==> config.mk <==
export PLATFORM = sky130hd
export DESIGN_NAME = smau_ctrl
export DESIGN_NICKNAME = d
export VERILOG_FILES = /design/src/rtl/smau_pkg.sv /design/src/rtl/smau_ctrl.sv
export SDC_FILE = /design/constraint.sdc
export NUM_CORES = 1
export LEC_CHECK = 0
export ABC_AREA = 1
export BUFFER_PORTS_ARGS = -buffer_cell sky130_fd_sc_hd__buf_2
export CELL_PAD_IN_SITES_DETAIL_PLACEMENT = 2
export CELL_PAD_IN_SITES_GLOBAL_PLACEMENT = 2
export CORE_MARGIN = 2
export CORE_UTILIZATION = 31
export CTS_CLUSTER_DIAMETER = 120
export CTS_CLUSTER_SIZE = 25
export DETAILED_ROUTE_END_ITERATION = 12
export PLACE_DENSITY = 0.77
export RECOVER_POWER = 25
export SYNTH_ARGS = -nofsm -noshare
export SYNTH_HDL_FRONTEND = slang
export SYNTH_SLANG_ARGS = --single-unit
==> constraint.sdc <==
create_clock -name clk -period 3.5 [get_ports clk]
set_input_delay 0 -clock clk [delete_from_list [all_inputs] [get_ports clk]]
set_output_delay 0 -clock clk [all_outputs]
set_load 0.05 [all_outputs]
==> src/rtl/smau_pkg.sv <==
package smau_pkg;

    localparam int DATA_W      = 32;
    localparam int FRAC_W      = 16;
    localparam int PROD_W      = 2 * DATA_W;
    localparam int OP_W        = 3;
    localparam int DIM_REG_W   = 4;
    localparam int CFG_INDEX_W = 3;

    localparam logic [PROD_W-1:0] ROUND_HALF = PROD_W'(1) << (FRAC_W - 1);
    localparam logic [DATA_W-1:0] SAT_MAX    = {1'b0, {(DATA_W - 1){1'b1}}};
    localparam logic [DATA_W-1:0] SAT_MIN    = {1'b1, {(DATA_W - 1){1'b0}}};

    // Configuration register indexes
    localparam logic [CFG_INDEX_W-1:0] REG_OPERATION    = 3'd0;
    localparam logic [CFG_INDEX_W-1:0] REG_ROWS_A       = 3'd1;
    localparam logic [CFG_INDEX_W-1:0] REG_COLS_A       = 3'd2;
    localparam logic [CFG_INDEX_W-1:0] REG_COLS_B       = 3'd3;
    localparam logic [CFG_INDEX_W-1:0] REG_SCALE_FACTOR = 3'd4;

    typedef enum logic [OP_W-1:0] {
        OP_ADD       = 3'd0,
        OP_SUB       = 3'd1,
        OP_MUL       = 3'd2,
        OP_SCALE     = 3'd3,
        OP_TRANSPOSE = 3'd4
    } op_t;

    typedef struct packed {
        logic [OP_W-1:0]      operation;
        logic [DIM_REG_W-1:0] rows_a;
        logic [DIM_REG_W-1:0] cols_a;
        logic [DIM_REG_W-1:0] cols_b;
    } cfg_t;

    // Controller to datapath
    typedef struct packed {
        logic we_a;
        logic we_b;
        logic issue;
        logic acc_first;
        logic acc_done;
        logic last;
        op_t  op;
    } smau_cmd_t;

    // Datapath to controller
    typedef struct packed {
        logic pipe_idle;
    } dp_status_t;

    // Unused codes behave as add
    function automatic op_t decode_op(input logic [OP_W-1:0] code);
        op_t op;
        unique case (code)
            OP_SUB:       op = OP_SUB;
            OP_MUL:       op = OP_MUL;
            OP_SCALE:     op = OP_SCALE;
            OP_TRANSPOSE: op = OP_TRANSPOSE;
            default:      op = OP_ADD;
        endcase
        return op;
    endfunction

endpackage

==> src/rtl/smau_ctrl.sv <==
module smau_ctrl
    import smau_pkg::*;
#(
    parameter int MAX_DIM = 8,
    localparam int DW     = $clog2(MAX_DIM + 1),
    localparam int AW     = $clog2(MAX_DIM * MAX_DIM),
    localparam int CW     = $clog2(MAX_DIM * MAX_DIM + 1)
) (
    input  logic          clk,
    input  logic          rst_n,
    input  logic          start,
    input  logic          to_matrix_b,
    input  cfg_t          cfg,
    input  dp_status_t    status,
    output logic          busy,
    output smau_cmd_t     cmd,
    output logic [AW-1:0] wr_addr,
    output logic [AW-1:0] rd_a_addr,
    output logic [AW-1:0] rd_b_addr
);

    typedef enum logic [1:0] {
        S_IDLE,
        S_RUN,
        S_DRAIN
    } state_t;

    state_t        state_reg, state_next;
    logic [CW-1:0] count_a_reg, count_a_next;
    logic [CW-1:0] count_b_reg, count_b_next;
    logic [DW-1:0] i_reg, i_next;
    logic [DW-1:0] j_reg, j_next;
    logic [DW-1:0] t_reg, t_next;
    logic [AW-1:0] a_addr_reg, a_addr_next;
    logic [AW-1:0] b_addr_reg, b_addr_next;
    logic [AW-1:0] row_base_reg, row_base_next;

    logic [DW-1:0]   r, c, cb;
    logic [DW-1:0]   i_lim, j_lim, t_lim;
    logic [2*DW-1:0] area_a, area_b;
    logic [CW-1:0]   need_a, need_b;
    logic [CW-1:0]   cnt_a_inc, cnt_b_inc;
    op_t             op;
    logic            accept, wr_a, wr_b, complete;
    logic            i_wrap, j_wrap, t_wrap, all_wrap;

    function automatic logic [DW-1:0] clamp_dim(input logic [DIM_REG_W-1:0] d);
        logic [DW-1:0] v;
        priority if (d == '0)
            v = DW'(1);
        else if (d > MAX_DIM)
            v = DW'(MAX_DIM);
        else
            v = DW'(d);
        return v;
    endfunction

    assign r      = clamp_dim(cfg.rows_a);
    assign c      = clamp_dim(cfg.cols_a);
    assign cb     = clamp_dim(cfg.cols_b);
    assign op     = decode_op(cfg.operation);
    assign area_a = r * c;
    assign area_b = c * cb;
    assign need_a = area_a[CW-1:0];

    always_comb
    begin
        unique case (op)
            OP_MUL:
            begin
                need_b = area_b[CW-1:0];
                i_lim  = r;
                j_lim  = cb;
                t_lim  = c;
            end
            OP_TRANSPOSE:
            begin
                need_b = '0;
                i_lim  = c;
                j_lim  = r;
                t_lim  = DW'(1);
            end
            OP_SCALE:
            begin
                need_b = '0;
                i_lim  = r;
                j_lim  = c;
                t_lim  = DW'(1);
            end
            default:
            begin
                need_b = need_a;
                i_lim  = r;
                j_lim  = c;
                t_lim  = DW'(1);
            end
        endcase
    end

    assign busy      = (state_reg != S_IDLE);
    assign accept    = start && (state_reg == S_IDLE);
    assign wr_a      = accept && !to_matrix_b && (count_a_reg < need_a);
    assign wr_b      = accept && to_matrix_b && (count_b_reg < need_b);
    assign cnt_a_inc = count_a_reg + CW'(wr_a);
    assign cnt_b_inc = count_b_reg + CW'(wr_b);
    assign complete  = accept && (cnt_a_inc >= need_a) && (cnt_b_inc >= need_b);

    assign t_wrap   = (t_reg == t_lim - DW'(1));
    assign j_wrap   = (j_reg == j_lim - DW'(1));
    assign i_wrap   = (i_reg == i_lim - DW'(1));
    assign all_wrap = t_wrap && j_wrap && i_wrap;

    assign wr_addr   = wr_b ? count_b_reg[AW-1:0] : count_a_reg[AW-1:0];
    assign rd_a_addr = a_addr_reg;
    assign rd_b_addr = b_addr_reg;

    always_comb
    begin
        state_next    = state_reg;
        count_a_next  = count_a_reg;
        count_b_next  = count_b_reg;
        i_next        = i_reg;
        j_next        = j_reg;
        t_next        = t_reg;
        a_addr_next   = a_addr_reg;
        b_addr_next   = b_addr_reg;
        row_base_next = row_base_reg;
        cmd           = '0;
        cmd.op        = op;

        unique case (state_reg)
            S_IDLE:
            begin
                cmd.we_a     = wr_a;
                cmd.we_b     = wr_b;
                count_a_next = cnt_a_inc;
                count_b_next = cnt_b_inc;
                if (complete)
                begin
                    state_next    = S_RUN;
                    count_a_next  = '0;
                    count_b_next  = '0;
                    i_next        = '0;
                    j_next        = '0;
                    t_next        = '0;
                    a_addr_next   = '0;
                    b_addr_next   = '0;
                    row_base_next = '0;
                end
            end
            S_RUN:
            begin
                cmd.issue     = 1'b1;
                cmd.acc_first = (t_reg == '0);
                cmd.acc_done  = t_wrap;
                cmd.last      = all_wrap;

                t_next = t_wrap ? '0 : t_reg + DW'(1);
                if (t_wrap)
                begin
                    j_next = j_wrap ? '0 : j_reg + DW'(1);
                end
                if (t_wrap && j_wrap)
                begin
                    i_next = i_reg + DW'(1);
                end

                unique case (op)
                    OP_MUL:
                    begin
                        // walk a row of A against a column of B
                        if (!t_wrap)
                        begin
                            a_addr_next = a_addr_reg + AW'(1);
                            b_addr_next = b_addr_reg + AW'(cb);
                        end
                        else if (!j_wrap)
                        begin
                            a_addr_next = row_base_reg;
                            b_addr_next = AW'(j_reg) + AW'(1);
                        end
                        else
                        begin
                            row_base_next = row_base_reg + AW'(c);
                            a_addr_next   = row_base_reg + AW'(c);
                            b_addr_next   = '0;
                        end
                    end
                    OP_TRANSPOSE:
                    begin
                        // walk down a column of A
                        if (j_wrap)
                            a_addr_next = AW'(i_reg) + AW'(1);
                        else
                            a_addr_next = a_addr_reg + AW'(c);
                    end
                    default:
                    begin
                        a_addr_next = a_addr_reg + AW'(1);
                        b_addr_next = b_addr_reg + AW'(1);
                    end
                endcase

                if (all_wrap)
                begin
                    state_next = S_DRAIN;
                end
            end
            S_DRAIN:
            begin
                if (status.pipe_idle)
                begin
                    state_next = S_IDLE;
                end
            end
            default:
            begin
                state_next = S_IDLE;
            end
        endcase
    end

    always_ff @(posedge clk or negedge rst_n)
    begin
        if (!rst_n)
        begin
            state_reg    <= S_IDLE;
            count_a_reg  <= '0;
            count_b_reg  <= '0;
            i_reg        <= '0;
            j_reg        <= '0;
            t_reg        <= '0;
            a_addr_reg   <= '0;
            b_addr_reg   <= '0;
            row_base_reg <= '0;
        end
        else
        begin
            state_reg    <= state_next;
            count_a_reg  <= count_a_next;
            count_b_reg  <= count_b_next;
            i_reg        <= i_next;
            j_reg        <= j_next;
            t_reg        <= t_next;
            a_addr_reg   <= a_addr_next;
            b_addr_reg   <= b_addr_next;
            row_base_reg <= row_base_next;
        end
    end

endmodule

After elaboration in Yosys (flattened, before gate mapping)
Index checks and enable logic that the tools add are counted.

cells by class
  add/subtract/negate cells = 15
  $mul = 2
  order comparisons = 7
  equality and inequality tests = 19
  muxes and demuxes = 41
  reduce and logical (&&, ||, !) cells = 24

operator list
  cell                   number
  $pmux W6 S2            5
  $mux W4                14
  $mux W6                8
  $pmux W4 S2            4
  $add A6 B4 Y6          3
  $logic_not A4 Y1       4
  $add A7 B1 Y7          2
  $ge A7 B7 Y1           2
  $lt A7 B7 Y1           2
  $mul A4 B4 Y7          2
  $mux W7                2
  $pmux W7 S2            1
  $add A4 B1 Y4 const B  3
  $add A6 B1 Y6 const B  2
  $eq A3 B2 Y1 const B   4
  $eq A4 B4 Y1           3
  $gt A4 B4 Y1 const B   3
  $ne A2 B2 Y1 const B   6
  $pmux W3 S4            1
  $reduce_and A3 Y1      4
  $sub A4 B1 Y4 const B  3
  $add A4 B1 Y5 const B  2
  $logic_and A1 B1 Y1    9
  $mux W2                4
  other kinds (13)       15

word-level totals
  register bits after elaboration = 46
  input port bits = 20
  output and inout bits = 28
  word-level logic and storage cells = 117

Depth between registers and ports, before layout
  depth after elaboration = 12
  mapped depth = 40
  gate-level depth less buffers = 40

Least setup slack after synthesis
OpenSTA, ideal clock, no wires.

  kind = input to register
  start point = input cfg[7] (netlist bit)
  end point = register a_addr_reg[0] (netlist: rd_a_addr[0])
  setup time = 0.066 ns
  arrival = 5.501 ns
  data required time = 3.434 ns
  slack = -2.068 ns
  cell stages on the path = 39
  path buffers = 0
  path through = inv_2 -> nand2_1 -> inv_1 -> nand2_1 -> fa_1 -> inv_1 -> fa_1 -> fa_1 -> nand2_1 -> inv_1 -> or2_2 -> a21oi_1 -> xor2_1 -> o22ai_1 -> inv_1 -> ha_1 -> a21boi_0 -> nand2_2 -> (+3 left out) -> ha_1 -> nand3_1 -> xor2_1 -> inv_1 -> ha_1 -> nand2_1 -> inv_1 -> nand2_1 -> nand2_1 -> a21oi_1 -> nand2_1 -> nand3_1 -> nand2_1 -> nand2_2 -> nand2_4 -> inv_2 -> nand2_1 -> nand2_1

between the ends
  longest elaborated chain between the ends = 12
  elaborated cells on any way between the ends = 32
  classes of those cells = 6 x add/sub; 2 x mul; 5 x order compare; 3 x eq/ne; 10 x mux; 6 x reduce/logical

RTL lines
  what                                                  line                                source
  start: declaration                                    smau_ctrl.sv:13                     input cfg_t cfg,
  $gt A4 B4 Y1                                          smau_ctrl.sv:51                     else if (d > MAX_DIM)
  $mux W4                                               smau_ctrl.sv:51
  $mux W4 (*)                                           smau_ctrl.sv:49                     priority if (d == '0)
  $mul A4 B4 Y7, on equally long branches               smau_ctrl.sv:62, smau_ctrl.sv:63
  $pmux W7 S2 or $lt A7 B7 Y1 (tied branches)           smau_ctrl.sv:68, smau_ctrl.sv:102
  $lt A7 B7 Y1 or $logic_and A1 B1 Y1 (tied branches)   smau_ctrl.sv:103, smau_ctrl.sv:102
  $logic_and A1 B1 Y1 or $add A7 B1 Y7 (tied branches)  smau_ctrl.sv:103, smau_ctrl.sv:104
  $add A7 B1 Y7 or $ge A7 B7 Y1 (tied branches)         smau_ctrl.sv:105, smau_ctrl.sv:106
  $ge A7 B7 Y1 or $logic_and A1 B1 Y1 (tied branches)   smau_ctrl.sv:106                    assign complete = accept && (cnt_a_inc >= need_a) && (cnt_b_inc >= need_b);
  $logic_and A1 B1 Y1                                   smau_ctrl.sv:106
  $ne A2 B2 Y1 (no line)                                -
  $reduce_and A2 Y1 (no line)                           -
  end signal: assignment                                smau_ctrl.sv:245                    a_addr_reg <= a_addr_next;
  end: declaration                                      smau_ctrl.sv:34                     logic [AW-1:0] a_addr_reg, a_addr_next;

Every way passes the cells marked *; elsewhere a longest branch is shown, timed or not.
A chain may end at the register's enable or synchronous reset.

Final worst setup path
  start point = input cfg[11] (netlist bit)
  end point = register count_b_reg[5]

between the ends
  longest elaborated chain between the ends = 11
  elaborated cells on any way between the ends = 17
  classes of those cells = 2 x add/sub; 1 x mul; 5 x order compare; 4 x mux; 5 x reduce/logical

RTL lines
  what                                                  line                                source
  $gt A4 B4 Y1                                          smau_ctrl.sv:51
  $mux W4                                               smau_ctrl.sv:51
  $mux W4 (*)                                           smau_ctrl.sv:49
  $mul A4 B4 Y7 (*)                                     smau_ctrl.sv:62                     assign area_a = r * c;
  $pmux W7 S2 or $lt A7 B7 Y1 (tied branches)           smau_ctrl.sv:68, smau_ctrl.sv:102
  $lt A7 B7 Y1 or $logic_and A1 B1 Y1 (tied branches)   smau_ctrl.sv:103, smau_ctrl.sv:102
  $logic_and A1 B1 Y1 or $add A7 B1 Y7 (tied branches)  smau_ctrl.sv:103, smau_ctrl.sv:104
  $add A7 B1 Y7 or $ge A7 B7 Y1 (tied branches)         smau_ctrl.sv:105, smau_ctrl.sv:106
  $ge A7 B7 Y1 or $logic_and A1 B1 Y1 (tied branches)   smau_ctrl.sv:106
  $logic_and A1 B1 Y1                                   smau_ctrl.sv:106
  $mux W7 (*)                                           smau_ctrl.sv:138                    if (complete)
  end signal: assignment                                smau_ctrl.sv:241                    count_b_reg <= count_b_next;
  end: declaration                                      smau_ctrl.sv:30                     logic [CW-1:0] count_b_reg, count_b_next;

Marked as above.

==> flow_metrics.tcl <==
set metrics [dict create \
    status "finished, violations left" \
    violations "negative setup slack" \
    required_ns 3.72 \
    hp-class "in -> out" \
    rsz0062_at_grt "yes" \
    htreeDepth 2 \
    drt_iter0_drc 188 \
    synthArstFlopShare_pct 100 \
    p_int_mw 2.59 \
    dieArea_mm2 0.0185 \
    vdd_drop_max_v 0.000456 \
    synth_cell_type_count 41 \
    cts_tree "done" \
    numCtsBuffers 5 \
    drive_above_1_share_pct 36.4 \
    via_per_inst 5.30 \
    grt_max_degree 47 \
    dieWidth_um 136 \
    nets 1039 \
    yosys_warnings 0 \
    synth-seq-area-share_pct 21.3 \
    p_seq_share_pct 17.6 \
    synth_most_common_cell "nand2_1" \
    combPwrFrac_pct 72.0 \
    worst_slack_ns -2.01 \
    final_area_mm2 0.00790 \
    num_vias 6183 \
    synth_top_family_by_area "simple AND/OR/NAND/NOR gates" \
    start_kind "input port" \
    dr.pass1.iters 4 \
    ys_top_cells_by_area "dfrtp_1, ha_1, nand2_1, nand3_1, inv_1" \
    p_sw_mw 3.28 \
    synth_compound_area_share_pct 11.1 \
    area_growth_pct 46.4 \
    p_sw_share_pct 55.9 \
    grt_overflow 0 \
    num_antenna_cells 0 \
    ys_top_cells_by_count "nand2_1, inv_1, nand3_1" \
    pre_cts_ws_ns -2.48 \
    ioPinCount 48 \
    worst_slew_margin_rel_pct 4.86 \
    r2r_cells 18 \
    arrival_ns 5.73 \
    synthCells 772 \
    grt_pass1_vias 6973 \
    setup_viol 53 \
    synthSimpleGateAreaFrac_pct 32.1 \
    crit_buf_inv 5 \
    syn_area_mm2 0.00539 \
    post_drt_wl_per_cell_um 22.9 \
    synth-xor-area-share_pct 6.50 \
    hpwl_um 17900 \
    clkTransAtPathRegs_ns 0.08 \
    synthMuxAreaShare_pct 0 \
    dpl_cell_area_mm2 0.00675 \
    final_util_pct 46.0 \
    synth_top_area_share_pct 21.3 \
    ant_nets 0 \
    clock.fmax_mhz 182 \
    crit_type "in -> reg" \
    nFillCells 1928 \
    syn_area_per_cell_um2 6.99 \
    hold_viol_final 0 \
    p_leak_nw 3.97 \
    clock_path_buffers 2 \
    power_density_mw_per_mm2 744 \
    antenna_found_initial 0 \
    start_util_pct 31.4 \
    skew_ns 0.0147 \
    yosys_most_used_dff "dfrtp_1" \
    synth_edf_count 0 \
    min_period_ns 5.51 \
    synthAdderAreaFrac_pct 19.6 \
    grt_pass1_wl_um 37800 \
    drc_errors 0 \
    portBuffers 47 \
    gp_congestion 0.821 \
    rrSetupSlack_ns -0.37 \
    endpoint "count_b_reg[5]" \
    wirelength_um 26800 \
    coreArea_mm2 0.0172 \
    crit_start "cfg[11]" \
    final_max_slew_viol_count 0 \
    rows 48 \
    die_height_um 136 \
    end_kind "flip-flop" \
    grt.total_usage_pct 26.8 \
    root_buffer "clkbuf_16" \
    worstReg2RegEnd "count_b_reg[5]" \
    worst-path-stages 30 \
    period_share_pct 157 \
    ys_ff_latch 46 \
    crit_family "adder cells" \
    cp_max_fo 9 \
    insertion_delay_ns 0.32 \
    synth_top_area_cell "dfrtp_1" \
    power_frac_clock_pct 10.4 \
    clkSinkCount 46 \
    cap_viol_max_count 0 \
    cpPeakStageDelay_ns 0.53 \
    slowest_stage "fa_1" \
    r2r_start "count_a_reg[2]" \
    synth_nets 870 \
    totalPowerFinal_mw 5.88 \
    tightest_slew_ns 1.43 \
]
## layout make-up
| cell class | count | area [µm²] | share of cell area, % |
|---|---|---|---|
| well taps | 225 | 282 | 3.57 |
| clock inverters | 2 | 37.5 | 0.475 |
| multi-input cells | 605 | 4520 | 57.2 |
| inverters | 104 | 414 | 5.24 |
| repair buffers | 179 | 1360 | 17.3 |
| flip-flops and latches | 46 | 1150 | 14.6 |
| clock buffers | 6 | 129 | 1.63 |
## power groups by stage
stage / clock [mW] / sequential [mW] / combinational [mW]
2_1_floorplan: 0 / 1.16 / 2.09
3_5_place_dp: 0 / 1.01 / 3.44
4_1_cts: 0.609 / 1.00 / 3.77
5_1_grt: 0.633 / 1.06 / 4.56
3_3_place_gp: 0 / 0.983 / 3.22
6_report: 0.613 / 1.03 / 4.23
## logic make-up (layout without fill, tap and decap cells)
kind of cell               Yosys count  after routing
AOI/OAI and AO/OA                  103            103
xor gates and xnor gates            40             40
adders and majority gates           78             78
buffers and inverters              121            291
DFF                                 46             46
and+or+nand+nor                    384            384
## cells in the final DEF (no fill, tap or decap), types with 10 or more instances in the layout
master / synthesis / layout
o22ai_1: 15 / 10
buf_6: 5 / 10
ha_1: 67 / 54
xnor2_1: 11 / 11
inv_2: 7 / 16
nand2_1: 196 / 165
buf_4: 3 / 125
nand3_2: 3 / 15
nor2_1: 57 / 48
nand2_4: 5 / 21
nand3_1: 74 / 57
nand2_2: 8 / 19
o21ai_0: 23 / 17
a21oi_1: 38 / 30
inv_1: 97 / 82
ha_4: 0 / 11
nand4_1: 15 / 15
dfrtp_1: 46 / 46
buf_2: 3 / 31
xor2_1: 29 / 21
## routing by layer
metal	global-route usage, %	vias to the layer above	wire length (µm)
met4	11.1	0	1380
met2	52.9	137	14700
met5	0	-	0
met3	2.80	83	640
met1	28.7	3102	10100
li1	-	2861	-
## worst min-delay path, cell delays in order
cell    delay, ns
buf_2        0.13
nor4_2       0.06
buf_4        0.18
## worst min-delay path by stage
stage | startpoint | end | slack (ns) | cells past startpoint
after floorplan | rst_n | count_a_reg[0] | -0.30 | 0
after global placement | rst_n | count_b_reg[3] | 0.16 | 2
after detailed placement | rst_n | count_b_reg[4] | 0.19 | 2
after CTS | cfg[14] | rd_b_addr[5] | 0.36 | 6
after global routing | to_matrix_b | cmd[8] | 0.38 | 3
final | to_matrix_b | cmd[8] | 0.36 | 3
## what timing repair did
action                                  in CTS  in global routing
hold buffers                                 2                  0
pin swaps                                   48                 49
resized for setup                           87                 84
setup buffers                               17                 15
endpoints found under the setup margin      53                 54
hold endpoints to repair                    47                  0
## metrics by stage
step	cells	setup TNS (ns)	hold slack, ns
final	1167	-87.81	0.363
after global placement	1130	-96.96	0.158
after global routing	1167	-99.96	0.376
after CTS	1154	-81.64	0.361
after detailed placement	1130	-109.52	0.188
after floorplan	772	-64.89	-0.296
Power figures use the tool's default switching activity.
